File: src/sv/hpid_pkg.sv
// Shared types and constants for the heading PID with angle wrap.
// Used by hpid_cfg_regs, hpid_err_wrap and heading_pid_with_angle_wrap.
package hpid_pkg;

    localparam int ANGLE_FRAC_BITS_DEF = 7;
    localparam int GAIN_FRAC_BITS_DEF  = 8;

    localparam int ANGLE_W   = 16;
    localparam int GAIN_W    = 24;
    localparam int LIMIT_W   = 15;
    localparam int DRIVE_W   = 16;
    localparam int CFG_IDX_W = 3;

    localparam int DEG_HALF = 180;
    localparam int DEG_FULL = 360;

    localparam logic [GAIN_W-1:0]  RESET_KP        = 24'd23040;
    localparam logic [GAIN_W-1:0]  RESET_KI        = 24'd0;
    localparam logic [GAIN_W-1:0]  RESET_KD        = 24'd102400;
    localparam logic [LIMIT_W-1:0] RESET_INT_LIMIT = 15'd2000;
    localparam logic [LIMIT_W-1:0] RESET_OUT_LIMIT = 15'd7000;

    typedef enum logic [CFG_IDX_W-1:0] {
        CFG_GAIN_PROP      = 3'd0,
        CFG_GAIN_INTEGRAL  = 3'd1,
        CFG_GAIN_DERIV     = 3'd2,
        CFG_INTEGRAL_LIMIT = 3'd3,
        CFG_OUTPUT_LIMIT   = 3'd4
    } hpid_cfg_idx_t;

    typedef struct packed {
        logic [GAIN_W-1:0]  kp;
        logic [GAIN_W-1:0]  ki;
        logic [GAIN_W-1:0]  kd;
        logic [LIMIT_W-1:0] int_limit;
        logic [LIMIT_W-1:0] out_limit;
    } hpid_cfg_t;

endpackage

File: src/sv/hpid_cfg_regs.sv
// Configuration register file for the heading PID: gains and clamp limits.
// Depends on hpid_pkg for the register indexes, widths and reset values.
module hpid_cfg_regs (
    input  logic                            aclk,
    input  logic                            aresetn,
    input  logic                            cfg_valid,
    output logic                            cfg_ready,
    input  logic [hpid_pkg::CFG_IDX_W-1:0]  cfg_index,
    input  logic [hpid_pkg::GAIN_W-1:0]     cfg_data,
    output hpid_pkg::hpid_cfg_t             cfg
);
    import hpid_pkg::*;

    hpid_cfg_t cfg_reg;

    assign cfg_ready = 1'b1;
    assign cfg       = cfg_reg;

    always_ff @(posedge aclk) begin
        if (!aresetn) begin
            cfg_reg.kp        <= RESET_KP;
            cfg_reg.ki        <= RESET_KI;
            cfg_reg.kd        <= RESET_KD;
            cfg_reg.int_limit <= RESET_INT_LIMIT;
            cfg_reg.out_limit <= RESET_OUT_LIMIT;
        end else if (cfg_valid) begin
            // Writes to an index beyond the register list are dropped.
            unique case (hpid_cfg_idx_t'(cfg_index))
                CFG_GAIN_PROP:      cfg_reg.kp        <= cfg_data;
                CFG_GAIN_INTEGRAL:  cfg_reg.ki        <= cfg_data;
                CFG_GAIN_DERIV:     cfg_reg.kd        <= cfg_data;
                CFG_INTEGRAL_LIMIT: cfg_reg.int_limit <= cfg_data[LIMIT_W-1:0];
                CFG_OUTPUT_LIMIT:   cfg_reg.out_limit <= cfg_data[LIMIT_W-1:0];
                default: ;
            endcase
        end
    end

endmodule

File: src/sv/hpid_err_wrap.sv
// Heading error: target minus measured, wrapped once by a full turn and
// saturated to the angle width. Depends on hpid_pkg for widths and degrees.
module hpid_err_wrap #(
    parameter int ANGLE_FRAC_BITS = hpid_pkg::ANGLE_FRAC_BITS_DEF
) (
    input  logic signed [hpid_pkg::ANGLE_W-1:0] target_angle,
    input  logic signed [hpid_pkg::ANGLE_W-1:0] measured_angle,
    output logic signed [hpid_pkg::ANGLE_W-1:0] wrapped_error
);
    import hpid_pkg::*;

    localparam int HALF_VAL = DEG_HALF << ANGLE_FRAC_BITS;
    localparam int FULL_VAL = DEG_FULL << ANGLE_FRAC_BITS;
    // Wide enough for both the raw difference of two angles and a full turn.
    localparam int FULL_W   = $clog2(FULL_VAL);
    localparam int ERR_W    = ((FULL_W > ANGLE_W) ? FULL_W : ANGLE_W) + 3;

    localparam logic signed [ERR_W-1:0] HALF_C  = ERR_W'(HALF_VAL);
    localparam logic signed [ERR_W-1:0] FULL_C  = ERR_W'(FULL_VAL);
    localparam logic signed [ERR_W-1:0] SAT_MAX = ERR_W'((1 << (ANGLE_W - 1)) - 1);
    localparam logic signed [ERR_W-1:0] SAT_MIN = -ERR_W'(1 << (ANGLE_W - 1));

    logic signed [ERR_W-1:0] diff;
    logic signed [ERR_W-1:0] wrapped;

    always_comb begin
        diff = ERR_W'(target_angle) - ERR_W'(measured_angle);
        if (diff > HALF_C) begin
            wrapped = diff - FULL_C;
        end else if (diff < -HALF_C) begin
            wrapped = diff + FULL_C;
        end else begin
            wrapped = diff;
        end
        if (wrapped > SAT_MAX) begin
            wrapped_error = SAT_MAX[ANGLE_W-1:0];
        end else if (wrapped < SAT_MIN) begin
            wrapped_error = SAT_MIN[ANGLE_W-1:0];
        end else begin
            wrapped_error = wrapped[ANGLE_W-1:0];
        end
    end

endmodule

File: src/sv/heading_pid_with_angle_wrap.sv
// Heading PID with angle wrap: a five-stage pipeline that takes one item per cycle
// while the output side is ready and returns one result per item. The stages are
// input register, error wrap, the three gain multipliers, integral update (a loop
// through one add and clamp) and the final sum, shift, clamp and negate. A stalled
// output backs up through the stages, so new items are still taken while empty
// stages remain. Uses hpid_pkg, hpid_cfg_regs and hpid_err_wrap.
module heading_pid_with_angle_wrap #(
    parameter int ANGLE_FRAC_BITS = hpid_pkg::ANGLE_FRAC_BITS_DEF,
    parameter int GAIN_FRAC_BITS  = hpid_pkg::GAIN_FRAC_BITS_DEF
) (
    input  logic                            aclk,
    input  logic                            aresetn,
    input  logic                            s_tvalid,
    output logic                            s_tready,
    input  logic [31:0]                     s_tdata,   // target_angle, measured_angle
    output logic                            m_tvalid,
    input  logic                            m_tready,
    output logic [31:0]                     m_tdata,   // drive_value, wrapped_error
    input  logic                            cfg_valid,
    output logic                            cfg_ready,
    input  logic [hpid_pkg::CFG_IDX_W-1:0]  cfg_index,
    input  logic [hpid_pkg::GAIN_W-1:0]     cfg_data
);
    import hpid_pkg::*;

    localparam int TERM_FRAC_BITS = ANGLE_FRAC_BITS + GAIN_FRAC_BITS;
    localparam int P_W    = GAIN_W + 1 + ANGLE_W;        // kp * error
    localparam int D_W    = GAIN_W + 1 + ANGLE_W + 1;    // kd * error change
    localparam int INT_W  = LIMIT_W + TERM_FRAC_BITS + 1;
    localparam int SUM_W  = ((D_W > INT_W) ? D_W : INT_W) + 2;

    hpid_cfg_t cfg;

    hpid_cfg_regs u_cfg (
        .aclk      (aclk),
        .aresetn   (aresetn),
        .cfg_valid (cfg_valid),
        .cfg_ready (cfg_ready),
        .cfg_index (cfg_index),
        .cfg_data  (cfg_data),
        .cfg       (cfg)
    );

    // Stage valid bits and the ready chain running back from the output.
    logic v1_reg, v2_reg, v3_reg, v4_reg, v5_reg;
    logic rdy1, rdy2, rdy3, rdy4, rdy5;

    assign rdy5     = !v5_reg || m_tready;
    assign rdy4     = !v4_reg || rdy5;
    assign rdy3     = !v3_reg || rdy4;
    assign rdy2     = !v2_reg || rdy3;
    assign rdy1     = !v1_reg || rdy2;
    assign s_tready = rdy1;
    assign m_tvalid = v5_reg;

    always_ff @(posedge aclk) begin
        if (!aresetn) begin
            v1_reg <= 1'b0;
            v2_reg <= 1'b0;
            v3_reg <= 1'b0;
            v4_reg <= 1'b0;
            v5_reg <= 1'b0;
        end else begin
            if (rdy1) v1_reg <= s_tvalid;
            if (rdy2) v2_reg <= v1_reg;
            if (rdy3) v3_reg <= v2_reg;
            if (rdy4) v4_reg <= v3_reg;
            if (rdy5) v5_reg <= v4_reg;
        end
    end

    // Stage 1: input register.
    logic signed [ANGLE_W-1:0] tgt1_reg, meas1_reg;

    always_ff @(posedge aclk) begin
        if (rdy1 && s_tvalid) begin
            tgt1_reg  <= s_tdata[ANGLE_W-1:0];
            meas1_reg <= s_tdata[2*ANGLE_W-1:ANGLE_W];
        end
    end

    // Stage 2: wrapped error, paired with the error of the item before it.
    logic signed [ANGLE_W-1:0] err_wrap;
    logic signed [ANGLE_W-1:0] err2_reg, prev2_reg, prev_error_reg;

    hpid_err_wrap #(
        .ANGLE_FRAC_BITS (ANGLE_FRAC_BITS)
    ) u_wrap (
        .target_angle   (tgt1_reg),
        .measured_angle (meas1_reg),
        .wrapped_error  (err_wrap)
    );

    always_ff @(posedge aclk) begin
        if (!aresetn) begin
            prev_error_reg <= '0;
        end else if (rdy2 && v1_reg) begin
            prev_error_reg <= err_wrap;
        end
    end

    always_ff @(posedge aclk) begin
        if (rdy2 && v1_reg) begin
            err2_reg  <= err_wrap;
            prev2_reg <= prev_error_reg;
        end
    end

    // Stage 3: gain products.
    logic signed [ANGLE_W:0]   diff2;
    logic                      flip2;
    logic signed [P_W-1:0]     p3_reg, i3_reg;
    logic signed [D_W-1:0]     d3_reg;
    logic signed [ANGLE_W-1:0] err3_reg;
    logic                      flip3_reg;

    assign diff2 = (ANGLE_W + 1)'(err2_reg) - (ANGLE_W + 1)'(prev2_reg);
    // The integral restarts when the error strictly changes sign.
    assign flip2 = (prev2_reg > 0 && err2_reg < 0) || (prev2_reg < 0 && err2_reg > 0);

    always_ff @(posedge aclk) begin
        if (rdy3 && v2_reg) begin
            p3_reg    <= P_W'($signed({1'b0, cfg.kp})) * P_W'(err2_reg);
            i3_reg    <= P_W'($signed({1'b0, cfg.ki})) * P_W'(err2_reg);
            d3_reg    <= D_W'($signed({1'b0, cfg.kd})) * D_W'(diff2);
            err3_reg  <= err2_reg;
            flip3_reg <= flip2;
        end
    end

    // Stage 4: integral accumulate, clamp and sign-change reset.
    logic signed [SUM_W-1:0]   ilim;
    logic signed [SUM_W-1:0]   int_sum;
    logic signed [INT_W-1:0]   integral_next;
    logic signed [INT_W-1:0]   integral_acc_reg;
    logic signed [P_W-1:0]     p4_reg;
    logic signed [D_W-1:0]     d4_reg;
    logic signed [ANGLE_W-1:0] err4_reg;

    always_comb begin
        ilim    = SUM_W'({1'b0, cfg.int_limit}) <<< TERM_FRAC_BITS;
        int_sum = SUM_W'(integral_acc_reg) + SUM_W'(i3_reg);
        if (flip3_reg) begin
            integral_next = '0;
        end else if (int_sum > ilim) begin
            integral_next = ilim[INT_W-1:0];
        end else if (int_sum < -ilim) begin
            integral_next = -ilim[INT_W-1:0];
        end else begin
            integral_next = int_sum[INT_W-1:0];
        end
    end

    always_ff @(posedge aclk) begin
        if (!aresetn) begin
            integral_acc_reg <= '0;
        end else if (rdy4 && v3_reg) begin
            integral_acc_reg <= integral_next;
        end
    end

    always_ff @(posedge aclk) begin
        if (rdy4 && v3_reg) begin
            p4_reg   <= p3_reg;
            d4_reg   <= d3_reg;
            err4_reg <= err3_reg;
        end
    end

    // Stage 5: sum, floor shift to drive units, clamp and negate.
    logic signed [SUM_W-1:0]   total;
    logic signed [SUM_W-1:0]   scaled;
    logic signed [SUM_W-1:0]   olim;
    logic signed [SUM_W-1:0]   clamped;
    logic signed [DRIVE_W-1:0] drive_next;
    logic signed [DRIVE_W-1:0] drive5_reg;
    logic signed [ANGLE_W-1:0] err5_reg;

    always_comb begin
        total  = SUM_W'(p4_reg) + SUM_W'(integral_acc_reg) + SUM_W'(d4_reg);
        scaled = total >>> TERM_FRAC_BITS;
        olim   = SUM_W'({1'b0, cfg.out_limit});
        if (scaled > olim) begin
            clamped = olim;
        end else if (scaled < -olim) begin
            clamped = -olim;
        end else begin
            clamped = scaled;
        end
        drive_next = DRIVE_W'(-clamped);
    end

    always_ff @(posedge aclk) begin
        if (rdy5 && v4_reg) begin
            drive5_reg <= drive_next;
            err5_reg   <= err4_reg;
        end
    end

    assign m_tdata = {err5_reg, drive5_reg};

    // The drive is clamped to the 15-bit limit, so the most negative code never appears.
    a_drive_not_min: assert property (@(posedge aclk) disable iff (!aresetn)
        m_tvalid |-> m_tdata[DRIVE_W-1:0] != {1'b1, {(DRIVE_W-1){1'b0}}})
        else $error("drive_value reached the most negative code");

    // A sign change of the error leaves the integral at zero.
    a_flip_clears: assert property (@(posedge aclk) disable iff (!aresetn)
        (rdy4 && v3_reg && flip3_reg) |=> integral_acc_reg == '0)
        else $error("integral not cleared on error sign change");

    // A result only appears when stage four held an item.
    a_out_from_s4: assert property (@(posedge aclk) disable iff (!aresetn)
        $rose(m_tvalid) |-> $past(v4_reg))
        else $error("result appeared without an item in stage four");

    // An item held in stage one while stage two is blocked keeps its angles.
    a_s1_hold: assert property (@(posedge aclk) disable iff (!aresetn)
        (v1_reg && !rdy2) |=> v1_reg && $stable(tgt1_reg) && $stable(meas1_reg))
        else $error("stage one item changed while stalled");

endmodule
File: config.mk
export PLATFORM = sky130hd
export DESIGN_NAME = heading_pid_with_angle_wrap
export DESIGN_NICKNAME = d
export VERILOG_FILES = /design/src/sv/hpid_pkg.sv /design/src/sv/hpid_cfg_regs.sv /design/src/sv/hpid_err_wrap.sv /design/src/sv/heading_pid_with_angle_wrap.sv
export SDC_FILE = /design/constraint.sdc
export NUM_CORES = 2
export LEC_CHECK = 0
export BUFFER_PORTS_ARGS = -buffer_cell sky130_fd_sc_hd__buf_2
export CORE_AREA = 2 2 666 403
export DETAILED_ROUTE_END_ITERATION = 12
export DIE_AREA = 0 0 668 405
export GPL_ROUTABILITY_DRIVEN = 0
export PLACE_DENSITY_LB_ADDON = 0.25
export SETUP_SLACK_MARGIN = 0.4
export SLEW_MARGIN = 25
export SYNTH_ARGS = -nofsm -noshare
export SYNTH_HDL_FRONTEND = slang
export SYNTH_HIERARCHICAL = 1
export SYNTH_SLANG_ARGS = --single-unit
File: constraint.sdc
create_clock -name aclk -period 20 [get_ports aclk]
set_input_delay 3 -clock aclk [delete_from_list [all_inputs] [get_ports aclk]]
set_output_delay 3 -clock aclk [all_outputs]
set_load 0.1 [all_outputs]
[Yosys cells after proc, flatten, opt, wreduce, memory -nomap -nowiden]
Cells that the tools add are included.
Widths: inputs -> output; s select.
Cells by class
  $add $sub $neg: 11
  $mul: 3
  order comparisons: 12
  eq/ne operators: 4
  muxes and demuxes: 9
  reduce and logical (&&, ||, !) cells: 24
Operators by type and width (count)
  $mux 31: 3
  $mul 25x16->41: 2
  $mux 16: 4
  $lt 28x44->1: 1
  $lt 42x44->1: 1
  $neg 15->44: 1
  $neg 30->44: 1
  $add 42x42->43: 1
  $add 31x41->42: 1
  $add 41x31->42: 1
  $gt 42x31->1: 1
  $mul 25x17->42: 1
  $gt 19x16->1 const B: 2
  $lt 19x16->1 const B: 2
  $mux 19: 2
  $sub 16x16->17: 2
  $gt 16x1->1 const B: 2
  $lt 16x1->1 const B: 2
  $neg 30->31: 1
  $gt 28x16->1: 1
  $add 19x17->19 const B: 1
  $sub 19x17->19 const B: 1
  $neg 16->16: 1
  $reduce_and 2->1: 5
  other kinds (7): 23
Storage, ports and cells
  register bits: 490
  input port bits: 64
  output and inout bits: 35

[Longest topological paths before layout]
  depth in word-level cells: 7
  mapped depth: 43
  gate-level depth less buffers: 41

[Modules after synthesis]
The synthesis kept the hierarchy.
By module, submodules not included
  heading_pid_with_angle_wrap: instances 1, cells an instance 6356, area an instance 60336.6 um^2, seq. area each 11130.7 um^2
  hpid_cfg_regs: instances 1, cells an instance 379, area an instance 3955.0 um^2, seq. area each 2042.0 um^2
  hpid_err_wrap: instances 1, cells an instance 204, area an instance 1452.6 um^2, seq. area each 0.0 um^2

[Least setup slack after synthesis]
OpenSTA, ideal clock, no wires.
  path type: input -> register
  from: input m_tready
  to: register d3_reg[0], enable pin
  setup time: 0.659 ns
  data arrival time: 9.605 ns
  slack: 9.736 ns
  stages: 4
  buffers on the path: 1
  cells stage by stage: nor2b_1 > and3_1 > clkbuf_1 > nor2b_1
On the way
  word-level cells in the longest chain between the ends: 4
RTL lines
  from (decl): RTL line heading_pid_with_angle_wrap.sv:17  | input logic m_tready,
  $logic_or 1x1->1: RTL line heading_pid_with_angle_wrap.sv:48  | assign rdy5 = !v5_reg || m_tready;
  $logic_or 1x1->1: RTL line heading_pid_with_angle_wrap.sv:49  | assign rdy4 = !v4_reg || rdy5;
  $logic_or 1x1->1: RTL line heading_pid_with_angle_wrap.sv:50  | assign rdy3 = !v3_reg || rdy4;
  $logic_and 1x1->1: RTL line heading_pid_with_angle_wrap.sv:122  | if (rdy3 && v2_reg) begin
  to (signal assigned): RTL line heading_pid_with_angle_wrap.sv:125  | d3_reg <= D_W'($signed({1'b0, cfg.kd})) * D_W'(diff2);
  to (decl): RTL line heading_pid_with_angle_wrap.sv:113  | logic signed [D_W-1:0] d3_reg;
Every way passes these cells.
A chain may end at the register's enable or synchronous reset.

[Worst setup path after layout]
  from: register err2_reg[1]
  to: register d3_reg[37], data pin
On the way
  word-level cells in the longest chain between the ends: 2
RTL lines
  from (decl): RTL line heading_pid_with_angle_wrap.sv:84  | logic signed [ANGLE_W-1:0] err2_reg, prev2_reg, prev_error_reg;
  from (signal assigned): RTL line heading_pid_with_angle_wrap.sv:104  | err2_reg <= err_wrap;
  $sub 16x16->17: RTL line heading_pid_with_angle_wrap.sv:117  | assign diff2 = (ANGLE_W + 1)'(err2_reg) - (ANGLE_W + 1)'(prev2_reg);
  $mul 25x17->42: RTL line heading_pid_with_angle_wrap.sv:125
Every way passes these cells.

==> summary.md <==
| Metric | Value |
|---|---|
| Hold path depth | 0 |
| DRC Markers | 0 |
| Worst vdd ir | 228.8 uV |
| Post-synthesis instance area | 65740 um2 |
| Worst EP required | 20.43 ns |
| Clock Tree Buf Depth | 3 |
| Fin. Hold Viols | 0 |
| DP HPWL | 171.6 mm |
| Worst-margin pin slew | 1.093 ns |
| Yosys reg bits | 490 |
| Post-CTS setup buffers | 0 |
| Clock Sinks | 490 |
| Initial antenna violation count | 27 |
| Crit-path leading delay family | compound AO/OA/AOI/OAI gates |
| Detailed-route via count | 48140 |
| Post-synthesis net count | 8623 |
| FF-to-FF path depth | 37 |
| Commonest non-fill, non-tap cells in the layout | 1271 x inv_1, 985 x fa_1, 984 x nand2_1, 635 x ha_1, 381 x and2_1 |
| RSZ-0062 raised after global routing | false |
| CP Class | flop to flop |
| Vias in the first global route | 48560 |
| Max-capacitance violation count | 0 |
| Seq/Total Area, Yosys | 20.04% |
| Syn_area_per_cell | 9.475 um2 |
| Iteration-0 DRC Markers | 4080 |
| Hold endpoint | p4_reg[34] |
| Filler cells | 28290 |
| Worst r2r src | err2_reg[1] |
| Final setup vio count | 0 |
| Max transition margin | 27.03% |
| Main flop type after synthesis | edfxtp_1 |
| H-tree depth | 2 |
| Vert. Die Dim | 405 um |
| Largest register FFs | 102 |
| Pwr/cell area | 106.4 nW/um2 |
| Hold WS | 0.4142 ns |
| Final min period | 11.89 ns |
| Yosys warnings | 6 |
| Multi-input combinational cell area | 46740 um2 |
| WL final | 216.3 mm |
| Clock transition at path regs | 0.07 ns |
| First-pass GRT wire length | 323.5 mm |
| Drt pass-1 iters | 5 |
| CP max stage delay | 0.84 ns |
| Reg-to-reg slack, setup | 8.11 ns |
| Max Fclk | 84.14 MHz |
| WP buf/inv | 4 |
| Wire length per cell | 20.53 um |
| Final Max Slew Viols | 0 |
| Total CTS buffers | 53 |
| Total global-route track usage | 15.97% |
| I/O pins | 99 |
| Area delta synth->final | 9.908% |
| CP endpoint kind | flop |
| Total congestion overflow | 0 |
| Antenna viol nets, final | 0 |
| Hold Path Class | flop to flop |
| Rows | 147 |
| Die area | 270500 um2 |
| Initial core utilization | 24.79% |
| Post-synth EDFFs | 336 |
| CTS root buffer | clkbuf_16 |
| Crit-path max FO | 51 |
| Width of the die | 668 um |
| FF-to-FF End | d3_reg[37] |
| Min-delay src | p3_reg[34] |
| Largest net degree at the start of global routing | 67 |
| Leak | 33.96 nW |
| Clock Latency Late Sink | 0.70 ns |
| Post-Synthesis Cells | 6939 |
| Status | completed |
| CTS resizes | 0 |
| Critical Path Slowest Stage Cell | o41ai_2 |
| CP arrival | 12.32 ns |
| Hold buffers post-CTS | 0 |
| Clock skew | 0.05123 ns |
| CTS tree | built |
| TNS Setup | 0 ns |
| Via density | 4.569 |
| Synth async-reset ratio | 0% |
| Core area | 265200 um2 |
| Crit start category | flop |
| Number of I/O port buffers | 97 |
| Crit-path most repeated cell | o21ai_0 |
| Reg area | 13180 um2 |
| Layout Nets | 8596 |
| Leading cell type in the layout, fill and taps excluded | inv_1 |
| Yosys cell types | 103 |
| Share of cells above drive strength 1 | 5.218% |
| Period Utilization, post-route | 59.43% |
area by class of cell:
class	count	share of cell area [%]
Multi-Input combinational cell	4900	64.68
Clock inverter	38	0.5853
Antenna cell	3	0.01039
Tap cell	3576	6.192
Inverter	1274	6.622
Clock buffer	62	1.969
Timing Repair Buffer	193	1.706
Sequential cell	490	18.24
power by group:
part / leakage (nW) / total, W / internal (W) / switching [W]
clock network: 0.894 / 0.00110 / 0.000578 / 0.000523
logic: 28.7 / 0.00513 / 0.00190 / 0.00323
registers: 4.36 / 0.00146 / 0.00137 / 0.0000858
total: 34.0 / 0.00769 / 0.00385 / 0.00384
synth_stat cells (all sizes together) (11+ instances only):
cell	number	area [um2]
o31ai	17	137.6
o311ai	12	122.6
clkbuf	242	908.4
a211oi	33	275.3
nand4	46	287.8
inv	1272	4775
nor4	22	137.6
nor2	191	716.9
a21o	115	863.3
or3	24	150.1
a21oi	226	1131
and3b	18	157.7
fa	985	19720
a21boi	37	289.0
xnor2	161	1410
and2	383	2401
or2	16	100.1
ha	635	7945
nand3b	14	105.1
a221oi	12	128.9
o21ai	150	750.7
nor2b	122	763.2
o21a	44	332.8
a22o	11	96.34
and3	28	175.2
buf	33	262.8
o211ai	21	162.6
dfxtp	154	3083
nor3	72	365.3
mux2i	118	1181
nand3	67	340.3
o21bai	36	270.3
a211o	14	122.6
nand2	986	3704
nand2b	91	569.3
xor2	50	437.9
a31oi	22	150.1
edfxtp	336	10090
stage by stage:
step	area [um2]	setup WS, ns	util (%)	std cells	total power [W]
finish	72260	8.115	27.24	10540	0.007690
global route	72250	7.319	27.24	10530	0.008379
CTS	72220	8.334	27.23	10530	0.007669
detailed placement	70370	8.424	26.53	10430	0.006512
global placement	70360	8.157	26.53	10430	0.006479
floorplan	65740	9.736	-	6939	0.004842
worst max path at each step:
stage                            from          to  slack (ns)  cells after the start
after detailed placement  err2_reg[1]  d3_reg[37]        8.42                     37
after global routing      err2_reg[1]  d3_reg[37]        7.32                     37
after CTS                 err2_reg[1]  d3_reg[37]        8.33                     37
after floorplan              m_tready   d3_reg[0]        9.74                      4
after global placement    err2_reg[1]  d3_reg[37]        8.16                     37
final                     err2_reg[1]  d3_reg[37]        8.11                     37
metal layers:
layer	global-route usage, %	up-vias	routed length [um]
li1	-	22050	-
met1	25.69	24350	112300
met2	20.00	1595	77010
met3	5.544	140	23650
met4	2.346	4	3348
met5	0	-	20
logic make-up after synthesis:
| group | after synthesis | share of synthesized area, % |
|---|---|---|
| other | 1 | 0.005704 |
| XOR/XNOR | 211 | 2.811 |
| adder cells (fa/ha/maj) | 1620 | 42.08 |
| AO/OA/AOI/OAI | 831 | 8.478 |
| flip-flops | 490 | 20.04 |
| multiplexers | 124 | 1.899 |
| buffers and inverters | 1549 | 9.055 |
| AND/OR/NAND/NOR | 2113 | 15.64 |
Power figures use the tool's default switching activity.
